--- config.mk ---
export PLATFORM = sky130hd
export DESIGN_NAME = link_frame_sequencer
export DESIGN_NICKNAME = d
export VERILOG_FILES = /design/src/lfs_pkg.sv /design/src/link_frame_sequencer.sv
export SDC_FILE = /design/constraint.sdc
export NUM_CORES = 2
export LEC_CHECK = 0
export ABC_AREA = 0
export BUFFER_PORTS_ARGS = -buffer_cell sky130_fd_sc_hd__buf_2
export CELL_PAD_IN_SITES_DETAIL_PLACEMENT = 2
export CELL_PAD_IN_SITES_GLOBAL_PLACEMENT = 2
export CORE_MARGIN = 2
export CORE_UTILIZATION = 40
export CTS_BUF_LIST = sky130_fd_sc_hd__clkbuf_4 sky130_fd_sc_hd__clkbuf_8
export CTS_CLUSTER_SIZE = 14
export DETAILED_ROUTE_END_ITERATION = 16
export PLACE_DENSITY = 0.66
export SLEW_MARGIN = 20
export SYNTH_ARGS = -nofsm -noshare
export SYNTH_HDL_FRONTEND = slang
export SYNTH_SLANG_ARGS = --single-unit
export TNS_END_PERCENT = 10
--- constraint.sdc ---
create_clock -name aclk -period 9.5 [get_ports aclk]
set_clock_uncertainty 0.15 [all_clocks]
set_input_delay 0.475 -clock aclk [delete_from_list [all_inputs] [get_ports aclk]]
set_output_delay 0.475 -clock aclk [all_outputs]
set_load 0.05 [all_outputs]
--- src/lfs_pkg.sv ---
// shared types and constants of the link frame sequencer
`timescale 1ns / 1ps

package lfs_pkg;

    // word kind carried on the input tuser
    typedef enum logic [1:0] {
        MODE_XFER  = 2'd0,  // transfer done, four slot halfwords arrived
        MODE_WRITE = 2'd1,  // write one word of the outgoing packet
        MODE_POST  = 2'd2,  // post the outgoing packet
        MODE_READ  = 2'd3   // read one word of the last received frame
    } mode_t;

    // slot 0 content that closes a frame
    localparam logic [15:0] IDLE_WORD = 16'hFEFE;

    localparam int unsigned HALF_W   = 16;
    localparam int unsigned S_DATA_W = 96;
    localparam int unsigned M_DATA_W = 40;

    // result flags carried from the update stage to the output stage
    typedef struct packed {
        logic       send_valid;
        logic       error_flag;
        logic       frame_closed;
        logic       packet_arrived;
        logic       lower_start;
        logic       stop_timer;
        logic       restart_transfer;
        logic       read_hit;
        logic [1:0] read_slot;
    } mid_t;

endpackage

--- src/link_frame_sequencer.sv ---
// top level of the link frame sequencer: framing counters, bank swap and word stores
`timescale 1ns / 1ps

// channel   dir  handshake                   payload
// s_        in   s_tvalid / s_tready         s_tdata (96), s_tuser (2) = mode
// m_        out  m_tvalid / m_tready         m_tdata (40)
// cfg_      in   cfg_valid / cfg_ready       cfg_data (8) = link_active
//
// one word in, one word out; a new word is taken every cycle when the output drains
// the result reaches m_tdata through the input register, then state update with store read
// into the middle stage, then the output register
// the store reads are registered, so the update stage issues them and the output stage muxes
// aresetn (synchronous, active low) sets both counters to frame_words+1, banks and flags to 0
// word stores are not cleared; an entry that was never written reads as anything
// a stall on m_tready holds the output word; earlier stages fill behind it, then s_tready drops
// cfg_ready is always high

module link_frame_sequencer #(
    parameter int FRAME_WORDS = 10,
    parameter int SLOTS       = 4
) (
    input  logic                            aclk,
    input  logic                            aresetn,

    input  logic                            s_tvalid,
    output logic                            s_tready,
    // [15:0] slot_word0, [31:16] slot_word1, [47:32] slot_word2, [63:48] slot_word3,
    // [64] line_error, [65] start_bit_set, [69:66] word_index, [71:70] slot_select,
    // [87:72] write_value, [88] clear_arrived, [95:89] zero
    input  logic [lfs_pkg::S_DATA_W-1:0]    s_tdata,
    // [1:0] mode
    input  logic [1:0]                      s_tuser,

    output logic                            m_tvalid,
    input  logic                            m_tready,
    // [15:0] send_word, [16] send_valid, [17] error_flag, [18] frame_closed,
    // [19] packet_arrived, [20] lower_start, [21] stop_timer, [22] restart_transfer,
    // [38:23] read_data, [39] zero
    output logic [lfs_pkg::M_DATA_W-1:0]    m_tdata,

    input  logic                            cfg_valid,
    output logic                            cfg_ready,
    input  logic [7:0]                      cfg_data
);

    // counter widths: send position 0..frame_words+1, receive position -1..frame_words+1
    localparam int CNT_W  = $clog2(FRAME_WORDS + 2);
    localparam int RC_W   = CNT_W + 1;
    localparam int ADDR_W = $clog2(2 * FRAME_WORDS);
    localparam int SEL_W  = (SLOTS > 1) ? $clog2(SLOTS) : 1;
    localparam int DEPTH  = 2 * FRAME_WORDS;

    localparam logic [CNT_W-1:0]        SC_FULL = CNT_W'(FRAME_WORDS);
    localparam logic signed [RC_W-1:0]  RC_FULL = RC_W'(FRAME_WORDS);
    localparam logic signed [RC_W-1:0]  RC_LAST = RC_W'(FRAME_WORDS - 1);
    localparam logic signed [RC_W-1:0]  RC_IDLE = RC_W'(FRAME_WORDS + 1);
    localparam logic signed [RC_W-1:0]  RC_ZERO = '0;
    localparam logic signed [RC_W-1:0]  RC_ONE  = RC_W'(1);
    localparam logic signed [RC_W-1:0]  RC_NEG1 = '1;
    localparam logic [CNT_W-1:0]        SC_IDLE = CNT_W'(FRAME_WORDS + 1);
    localparam logic [ADDR_W-1:0]       BANK_OFS = ADDR_W'(FRAME_WORDS);

    typedef logic [SLOTS-1:0][lfs_pkg::HALF_W-1:0] row_t;

    // store address: bank selects the upper half
    function automatic logic [ADDR_W-1:0] store_addr(input logic bank,
                                                     input logic [ADDR_W-1:0] pos);
        logic [ADDR_W-1:0] base;
        base = bank ? BANK_OFS : '0;
        return base + pos;
    endfunction

    // configuration
    logic [7:0] link_active_reg;

    // framing state
    logic [CNT_W-1:0]       send_count_reg, send_count_next;
    logic signed [RC_W-1:0] recv_count_reg, recv_count_next;
    logic                   tx_bank_reg, tx_bank_next;
    logic                   rx_bank_reg, rx_bank_next;
    logic                   posted_reg, posted_next;
    logic                   arrived_reg, arrived_next;

    // stages
    logic                           in_valid_reg;
    logic [lfs_pkg::S_DATA_W-1:0]   in_data_reg;
    logic [1:0]                     in_user_reg;
    logic                           mid_valid_reg;
    lfs_pkg::mid_t                  mid_reg, mid_next;
    logic                           out_valid_reg;
    logic [lfs_pkg::M_DATA_W-1:0]   out_data_reg, out_data_next;

    // word stores
    logic [lfs_pkg::HALF_W-1:0] send_mem [DEPTH];
    row_t                       recv_mem [DEPTH];
    logic [lfs_pkg::HALF_W-1:0] send_rd_reg;
    row_t                       recv_rd_reg;
    logic [ADDR_W-1:0]          send_waddr, send_raddr, recv_waddr, recv_raddr;
    logic                       send_we, recv_we;
    row_t                       recv_wdata;

    // handshake chain
    logic out_free, mid_move, mid_free, in_move, in_free;

    assign out_free = !out_valid_reg || m_tready;
    assign mid_move = mid_valid_reg && out_free;
    assign mid_free = !mid_valid_reg || mid_move;
    assign in_move  = in_valid_reg && mid_free;
    assign in_free  = !in_valid_reg || in_move;

    assign s_tready  = in_free;
    assign m_tvalid  = out_valid_reg;
    assign m_tdata   = out_data_reg;
    assign cfg_ready = 1'b1;

    // input word fields
    lfs_pkg::mode_t                 in_mode;
    logic [lfs_pkg::HALF_W-1:0]     slot_word [4];
    logic                           line_error, start_bit_set, clear_arrived;
    logic [3:0]                     word_index;
    logic [1:0]                     slot_select;
    logic [lfs_pkg::HALF_W-1:0]     write_value;
    logic                           widx_ok, sel_ok;

    always_comb begin
        in_mode       = lfs_pkg::mode_t'(in_user_reg);
        slot_word[0]  = in_data_reg[15:0];
        slot_word[1]  = in_data_reg[31:16];
        slot_word[2]  = in_data_reg[47:32];
        slot_word[3]  = in_data_reg[63:48];
        line_error    = in_data_reg[64];
        start_bit_set = in_data_reg[65];
        word_index    = in_data_reg[69:66];
        slot_select   = in_data_reg[71:70];
        write_value   = in_data_reg[87:72];
        clear_arrived = in_data_reg[88];
        widx_ok       = {28'd0, word_index} < 32'(FRAME_WORDS);
        sel_ok        = {30'd0, slot_select} < 32'(SLOTS);
    end

    always_comb begin
        for (int i = 0; i < SLOTS; i++) begin
            recv_wdata[i] = slot_word[i];
        end
    end

    // state update for the word in the input register
    logic                   close_hit;
    logic [CNT_W-1:0]       sc_mid;
    logic signed [RC_W-1:0] rc_mid;

    always_comb begin
        send_count_next = send_count_reg;
        recv_count_next = recv_count_reg;
        tx_bank_next    = tx_bank_reg;
        rx_bank_next    = rx_bank_reg;
        posted_next     = posted_reg;
        arrived_next    = arrived_reg;
        mid_next        = '0;
        close_hit       = 1'b0;
        sc_mid          = send_count_reg;
        rc_mid          = recv_count_reg;
        send_we         = 1'b0;
        recv_we         = 1'b0;
        send_waddr      = store_addr(!tx_bank_reg, ADDR_W'(word_index));
        recv_raddr      = store_addr(!rx_bank_reg, ADDR_W'(word_index));
        send_raddr      = '0;
        recv_waddr      = '0;

        case (in_mode)
            lfs_pkg::MODE_XFER: begin
                // idle word after the last slot word closes the frame
                close_hit = (slot_word[0] == lfs_pkg::IDLE_WORD) && (recv_count_reg > RC_LAST);
                if (close_hit) begin
                    rc_mid       = RC_NEG1;
                    rx_bank_next = !rx_bank_reg;
                    if (posted_reg) begin
                        tx_bank_next = !tx_bank_reg;
                        posted_next  = 1'b0;
                        sc_mid       = '0;
                    end
                end
                // next send word from the bank being sent
                mid_next.send_valid = sc_mid < SC_FULL;
                send_raddr          = store_addr(tx_bank_next, ADDR_W'(sc_mid));
                send_count_next     = (sc_mid <= SC_FULL) ? sc_mid + CNT_W'(1) : sc_mid;
                // slot words go in while the receive position is inside the frame
                recv_waddr = store_addr(rx_bank_next, ADDR_W'(rc_mid[CNT_W-1:0]));
                if (rc_mid >= RC_ZERO && rc_mid < RC_FULL) begin
                    recv_we = 1'b1;
                    if (rc_mid == RC_LAST) begin
                        arrived_next = 1'b1;
                    end
                end
                recv_count_next = (rc_mid <= RC_FULL) ? rc_mid + RC_ONE : rc_mid;

                mid_next.error_flag       = line_error;
                mid_next.frame_closed     = close_hit;
                mid_next.lower_start      = (link_active_reg == 8'd1) && start_bit_set;
                mid_next.stop_timer       = link_active_reg != 8'd0;
                mid_next.restart_transfer = (send_count_next <= SC_FULL)
                                            && (link_active_reg != 8'd0);
            end
            lfs_pkg::MODE_WRITE: begin
                // host writes the bank not being sent
                send_we = widx_ok;
            end
            lfs_pkg::MODE_POST: begin
                posted_next = 1'b1;
            end
            lfs_pkg::MODE_READ: begin
                // host reads the bank not being filled
                mid_next.read_hit  = widx_ok && sel_ok;
                mid_next.read_slot = slot_select;
                if (clear_arrived) begin
                    arrived_next = 1'b0;
                end
            end
            default: begin
            end
        endcase

        mid_next.packet_arrived = arrived_next;
    end

    // output word: store read data joins the flags here
    logic [lfs_pkg::HALF_W-1:0] send_word_sel, read_data_sel;

    always_comb begin
        send_word_sel = mid_reg.send_valid ? send_rd_reg : '0;
        read_data_sel = mid_reg.read_hit ? recv_rd_reg[mid_reg.read_slot[SEL_W-1:0]] : '0;
        out_data_next = {1'b0, read_data_sel,
                         mid_reg.restart_transfer, mid_reg.stop_timer, mid_reg.lower_start,
                         mid_reg.packet_arrived, mid_reg.frame_closed, mid_reg.error_flag,
                         mid_reg.send_valid, send_word_sel};
    end

    // control and state registers
    always_ff @(posedge aclk) begin
        if (!aresetn) begin
            link_active_reg <= '0;
            send_count_reg  <= SC_IDLE;
            recv_count_reg  <= RC_IDLE;
            tx_bank_reg     <= 1'b0;
            rx_bank_reg     <= 1'b0;
            posted_reg      <= 1'b0;
            arrived_reg     <= 1'b0;
            in_valid_reg    <= 1'b0;
            mid_valid_reg   <= 1'b0;
            out_valid_reg   <= 1'b0;
        end else begin
            if (cfg_valid) begin
                link_active_reg <= cfg_data;
            end
            if (in_move) begin
                send_count_reg <= send_count_next;
                recv_count_reg <= recv_count_next;
                tx_bank_reg    <= tx_bank_next;
                rx_bank_reg    <= rx_bank_next;
                posted_reg     <= posted_next;
                arrived_reg    <= arrived_next;
            end
            if (in_free) begin
                in_valid_reg <= s_tvalid;
            end
            if (mid_free) begin
                mid_valid_reg <= in_move;
            end
            if (out_free) begin
                out_valid_reg <= mid_move;
            end
        end
    end

    // payload registers
    always_ff @(posedge aclk) begin
        if (in_free && s_tvalid) begin
            in_data_reg <= s_tdata;
            in_user_reg <= s_tuser;
        end
        if (in_move) begin
            mid_reg <= mid_next;
        end
        if (mid_move) begin
            out_data_reg <= out_data_next;
        end
    end

    // send store: host writes, transfer reads
    always_ff @(posedge aclk) begin
        if (in_move && send_we) begin
            send_mem[send_waddr] <= write_value;
        end
        if (in_move) begin
            send_rd_reg <= send_mem[send_raddr];
        end
    end

    // receive store: one row of slot words per frame position
    always_ff @(posedge aclk) begin
        if (in_move && recv_we) begin
            recv_mem[recv_waddr] <= recv_wdata;
        end
        if (in_move) begin
            recv_rd_reg <= recv_mem[recv_raddr];
        end
    end

endmodule

# After elaboration in Yosys (flattened, before gate mapping)

Memory sizes are Yosys's and may differ from the RTL's. A register that Yosys moved wholly into a read port is not among the register bits.
Index checks and enable logic that the tools add are counted.

Bits in registers: 164
RAM bits: 1600
Input bits: 111
Output and inout bits: 43
Word-level logic and storage cells: 103
Memories: 2

$add $sub $neg: 6
Magnitude comparators: 9
Equality and inequality tests: 7
Multiplexer cells: 33
Reductions and logical operators: 22

Memories:

| memory   | depth | width | rd ports | clocked after memory_dff | write ports | RTL line                   | source |
|---|---|---|---|---|---|---|---|
| recv_mem | 20    | 64    | 1        | 1                        | 1           | link_frame_sequencer.sv:95 | `row_t recv_mem [DEPTH];` |
| send_mem | 20    | 16    | 1        | 1                        | 1           | link_frame_sequencer.sv:94 | `logic [lfs_pkg::HALF_W-1:0] send_mem [DEPTH];` |

Operators by type and width:

| cell                                                                                | number |
|---|---|
| 16-bit binary-select mux with 2-bit select                                          | 1 |
| 4-bit two-way mux                                                                   | 8 |
| 5-bit two-way mux                                                                   | 5 |
| 4-bit by 4-bit adder with 5-bit output                                              | 4 |
| 16-bit == test, second input constant                                               | 1 |
| 1-bit two-way mux                                                                   | 16 |
| 16-bit two-way mux                                                                  | 1 |
| 1-bit logical AND                                                                   | 9 |
| 8-bit by 1-bit == test with 1-bit output, second input constant                     | 1 |
| 4-bit <= comparator, second input constant                                          | 2 |
| 4-bit < comparator, second input constant                                           | 2 |
| 8-bit nonzero test                                                                  | 1 |
| 5-bit by 2-bit adder with 5-bit output, second input constant                       | 1 |
| 5-bit == test, second input constant                                                | 1 |
| 5-bit by 1-bit greater-or-equal comparator with 1-bit output, second input constant | 1 |
| 5-bit > comparator, second input constant                                           | 1 |
| 5-bit <= comparator, second input constant                                          | 1 |
| 1-bit logical NOT                                                                   | 5 |
| 5-bit < comparator, second input constant                                           | 1 |
| 4-bit by 1-bit adder with 4-bit output, second input constant                       | 1 |
| 2-bit == test, second input constant                                                | 2 |
| 1-bit one-hot mux with 2 select lines                                               | 2 |
| 1-bit logical OR                                                                    | 3 |
| 2-bit by 3-bit < comparator with 1-bit output, second input constant                | 1 |
| other kinds (6)                                                                     | 6 |

# Logic depth before layout (Yosys ltp)

Depth after elaboration: 11
Gate-level depth with buffers: 14
Depth with buffers taken out: 12

# Worst setup path before layout

OpenSTA, ideal clock, no wires.

Path kind: register -> register
Start point: register out_valid_reg (netlist: m_tvalid)
End point: memory recv_mem[0][0] (netlist bit) (enable)
Library setup time: 0.493 ns
Arrival: 9.294 ns
Required time: 8.857 ns
Setup slack: -0.437 ns
Stages on the path, launching flop included: 8
Path buffers: 0
Period minus slack after synthesis: 9.937 ns
Cells stage by stage: dfxtp_1 > nor2b_1 > a21boi_1 > nand2_1 > a211oi_1 > nor2b_1 > nand2_1 > nor2b_1

Cells in the longest elaborated chain, start to end: 8

RTL lines:

| item                                    | RTL line                    | source |
|---|---|---|
| start, declared                         | link_frame_sequencer.sv:90  | `logic out_valid_reg;` |
| start signal, assigned                  | link_frame_sequencer.sv:270 | `out_valid_reg <= mid_move;` |
| 1-bit logical NOT                       | link_frame_sequencer.sv:105 | `assign out_free = !out_valid_reg \|\| m_tready;` |
| 1-bit logical OR                        | link_frame_sequencer.sv:105 |  |
| 1-bit logical AND                       | link_frame_sequencer.sv:106 | `assign mid_move = mid_valid_reg && out_free;` |
| 1-bit logical OR                        | link_frame_sequencer.sv:107 | `assign mid_free = !mid_valid_reg \|\| mid_move;` |
| 1-bit logical AND                       | link_frame_sequencer.sv:108 | `assign in_move = in_valid_reg && mid_free;` |
| named net in_move                       | link_frame_sequencer.sv:103 | `logic out_free, mid_move, mid_free, in_move, in_free;` |
| 1-bit logical AND                       | link_frame_sequencer.sv:301 | `if (in_move && recv_we) begin` |
| 1-bit two-way mux                       | link_frame_sequencer.sv:301 |  |
| 1-bit two-way mux (implied by the code) | link_frame_sequencer.sv:302 | `recv_mem[recv_waddr] <= recv_wdata;` |
| end, declared                           | link_frame_sequencer.sv:95  |  |

The timed path passes the listed nets, and every way through them passes these cells.

# Worst setup path in the final report

Start point: register in_data_reg[11] (netlist bit)
End point: memory recv_mem[10][28] (netlist bit) (enable)

Cells in the longest elaborated chain, start to end: 11
Elaborated cells on any way between the ends: 17
Those cells by class: add/sub: 1; order compare: 2; eq/ne: 1; mux: 10; reduce/logical: 3

RTL lines:

| item                                                                                                      | RTL line                    | source |
|---|---|---|
| start, declared                                                                                           | link_frame_sequencer.sv:86  | `logic [lfs_pkg::S_DATA_W-1:0] in_data_reg;` |
| start signal, assigned                                                                                    | link_frame_sequencer.sv:278 | `in_data_reg <= s_tdata;` |
| 16-bit == test (*)                                                                                        | link_frame_sequencer.sv:173 | `close_hit = (slot_word[0] == lfs_pkg::IDLE_WORD) && (recv_count_reg > RC_LAST);` |
| 1-bit logical AND (*)                                                                                     | link_frame_sequencer.sv:173 |  |
| 5-bit two-way mux                                                                                         | link_frame_sequencer.sv:174 | `if (close_hit) begin` |
| 5-bit two-way mux                                                                                         | link_frame_sequencer.sv:170 | `case (in_mode)` |
| 5-bit by 1-bit greater-or-equal comparator with 1-bit output / 5-bit < comparator (equally long branches) | link_frame_sequencer.sv:189 | `if (rc_mid >= RC_ZERO && rc_mid < RC_FULL) begin` |
| 1-bit logical AND                                                                                         | link_frame_sequencer.sv:189 |  |
| 1-bit two-way mux                                                                                         | link_frame_sequencer.sv:189 |  |
| 1-bit two-way mux                                                                                         | link_frame_sequencer.sv:170 |  |
| 1-bit logical AND                                                                                         | link_frame_sequencer.sv:301 |  |
| 1-bit two-way mux                                                                                         | link_frame_sequencer.sv:301 |  |
| 1-bit two-way mux (implied by the code)                                                                   | link_frame_sequencer.sv:302 |  |

Every way passes the cells marked *; elsewhere a longest branch is shown, timed or not. The select of a mux whose other input is x is not followed.

==> metrics.yaml <==
fin_crit_sh_pct: 66.2
hp-class: "primary input to flop"
p_clk_share_pct: 40.7
rsz0062_at_grt: "no"
io_buffers: 144
synth.largest_area_cell: "edfxtp_1"
r2r_setup_slack_ns: 3.21
initial_utilization_pct: 40.3
rr_worst_depth: 10
worstMarginPinSlew_ns: 1.14
avgSynthCellArea_um2: 22.5
clk_pin_slew_worst_paths_ns: 0.06
drt_iter0_markers: 3398
antenna_found_initial: 7
cp-start-kind: "flop"
p_int_mw: 13.3
seqPwrFrac_pct: 53.5
syn_area_um2: 70100
path_max_fanout: 44
fin_cells: 6240
hp-start: "s_tdata[63]"
core_um2: 174000
grt_pass1_wl_um: 301000
setup_slack_ns: 3.21
status: "finished clean"
fill_cells: 15300
largest_reg_flops: 1280
cts.sinks: 1844
final_net_count: 3820
power_leakage_nw: 26.0
cts_buffers: 326
swShare_pct: 23.2
grt_max_degree: 134
power_density_nw_per_um2: 212
post_dp_cell_area_um2: 74000
synth_edf_count: 1820
grt_usage_pct: 23.6
hold_depth: 2
dp.cells: 5509
r2r_end: "recv_mem[10][28]"
dpl.hpwl_um: 113000
holdPathEnd: "in_data_reg[63]"
top_usage_layer: "met2"
gp_congestion: 0.754
ant_nets: 0
grt-ovfl-total: 0
ys_async_sr_fraction_pct: 0
synth_area_leaders: "edfxtp_1, mux4_2, mux2_2, mux2i_1, dfxtp_1"
post-route-min-period_ns: 6.29
yosys-top-cells-count: "edfxtp_1, mux4_2, mux2_2, nand2_1, clkbuf_1"
critPathKind: "flop to flop"
crit_required_ns: 9.94
grtUsageMet1_pct: 29.9
p_comb_share_pct: 5.8
cts_root_buf: "clkbuf_8"
ys.warnings.count: 0
yosysSeqAreaShare_pct: 78.6
rr_startpoint: "in_data_reg[11]"
synth.most_common_cell: "edfxtp_1"
finalSetupViolations: 0
die_area_um2: 179000
wirelength_um: 211000
pre_cts_ws_ns: 3.43
ioPinCount: 154
use_met2_pct: 41.5
hold_viol: 0
slew_headroom_pct: 24.1
setup_tns_ns: 0
die_h_um: 423
finalPower_mw: 17.4
use_met3_pct: 3.74
endpoint_kind: "flop"
first_global_vias: 39600
syn-num-nets: 3255
cts_tree: "built"
htree_levels: 5
syn_to_final_growth_pct: 16.6
critical_path_arrival_ns: 6.74
cts_buffer_depth: 4
switchingPower_mw: 4.02
drc: 0
critPathLaunch: "in_data_reg[11]"
rows: 153
dr.pass1.iters: 5
clock_latency_ns: 1.04
fin_area_um2: 81800
fmax_ghz: 0.159
final_layout_size_suffix_gt1_share_pct: 32.2
syn_inst: 3123
ir_drop_mv: 0.150
avgViaCountPerCell: 5.66
die_w_um: 423
yosysTopAreaCellShare_pct: 77.9
cap_violations: 0
dr_total_vias: 35300
ys_ff_latch: 1844
wl_per_cell_um: 33.8
slew_viol_final: 0
synthFlopType: "edfxtp_1"
synth_cell_types: 63
## cells in the final DEF (no fill, tap or decap), types with 30 or more instances in the layout
| master | n |
|---|---|
| and2_1 | 43 |
| buf_2 | 144 |
| buf_4 | 65 |
| clkbuf_4 | 97 |
| clkbuf_8 | 338 |
| clkinv_1 | 80 |
| dlygate4sd3_1 | 174 |
| edfxtp_1 | 1820 |
| mux2_2 | 112 |
| mux2i_1 | 60 |
| mux4_2 | 400 |
| nand2_1 | 102 |
| nor2b_1 | 30 |
| o211ai_1 | 33 |
## how the worst max path moves through the flow
stage / end / slack [ns] / cells after the start
2_1_floorplan: recv_mem[0][0] / 1.70 / 7
3_3_place_gp: recv_mem[10][44] / 3.71 / 10
3_5_place_dp: recv_mem[10][47] / 3.43 / 10
4_1_cts: recv_mem[10][42] / 3.29 / 10
5_1_grt: recv_mem[10][28] / 2.97 / 10
6_report: recv_mem[10][28] / 3.21 / 10
## layout make-up
class	instances	area (um^2)	share of cell area [%]
diodes	3	7.51	0.00918
clock buffers	435	5380	6.58
clock inverters	117	609	0.745
inverters	16	60.1	0.0734
multi-input cells	1108	14500	17.8
flip-flops and latches	1844	55100	67.4
well taps	2325	2910	3.56
repair buffers	392	3140	3.84
## power by group through the flow
stage                     Sequential, mW  Combinational (mW)  Clock [mW]
after detailed placement            9.47               0.954           0
final                               9.30                1.00        7.06
after CTS                           9.30                1.02        7.20
after floorplan                     9.37               0.624           0
after global placement              9.43               0.919           0
after global routing                9.32                1.06        7.54
## worst max-delay path: stages, from the launching register on
cell,delay [ns]
edfxtp_1,0.83
nand4_1,0.49
nor4_1,0.42
nand2_1,0.25
xnor2_1,0.34
ha_1,0.28
ha_1,0.23
mux2_2,0.20
or4b_2,0.77
nor2_4,0.89
buf_4,0.85
## what timing repair did
item                                   CTS  global route
resized for setup                        0             0
hold buffers                           174             0
buffers inserted                         0             0
setup endpoints to repair                0             0
endpoints found under the hold margin  128             0
## through the flow
step,hold WS [ns],utilization [%]
after floorplan,0.250,-
after global placement,0.251,42.5
after detailed placement,0.256,42.5
after CTS,0.00287,46.9
after global routing,0.0100,47.0
final,0.0720,47.0
## kinds of logic after synthesis
family | share of synthesized area, %
AO/OA/AOI/OAI | 1.98
XOR/XNOR | 0.0874
adder cells (fa/ha/maj) | 0.375
buffers and inverters | 1.12
flip-flops | 78.6
multiplexers | 15.5
other | 0.0107
AND/OR/NAND/NOR | 2.30
## routing by layer
metal  up-vias  share of wire [%]
met5         -                  0
met4         0                3.1
met3       356                4.6
met2      1201                 52
met1     19500                 40
li1      14300                  -
No activity file was read; power rests on OpenSTA's default activity.
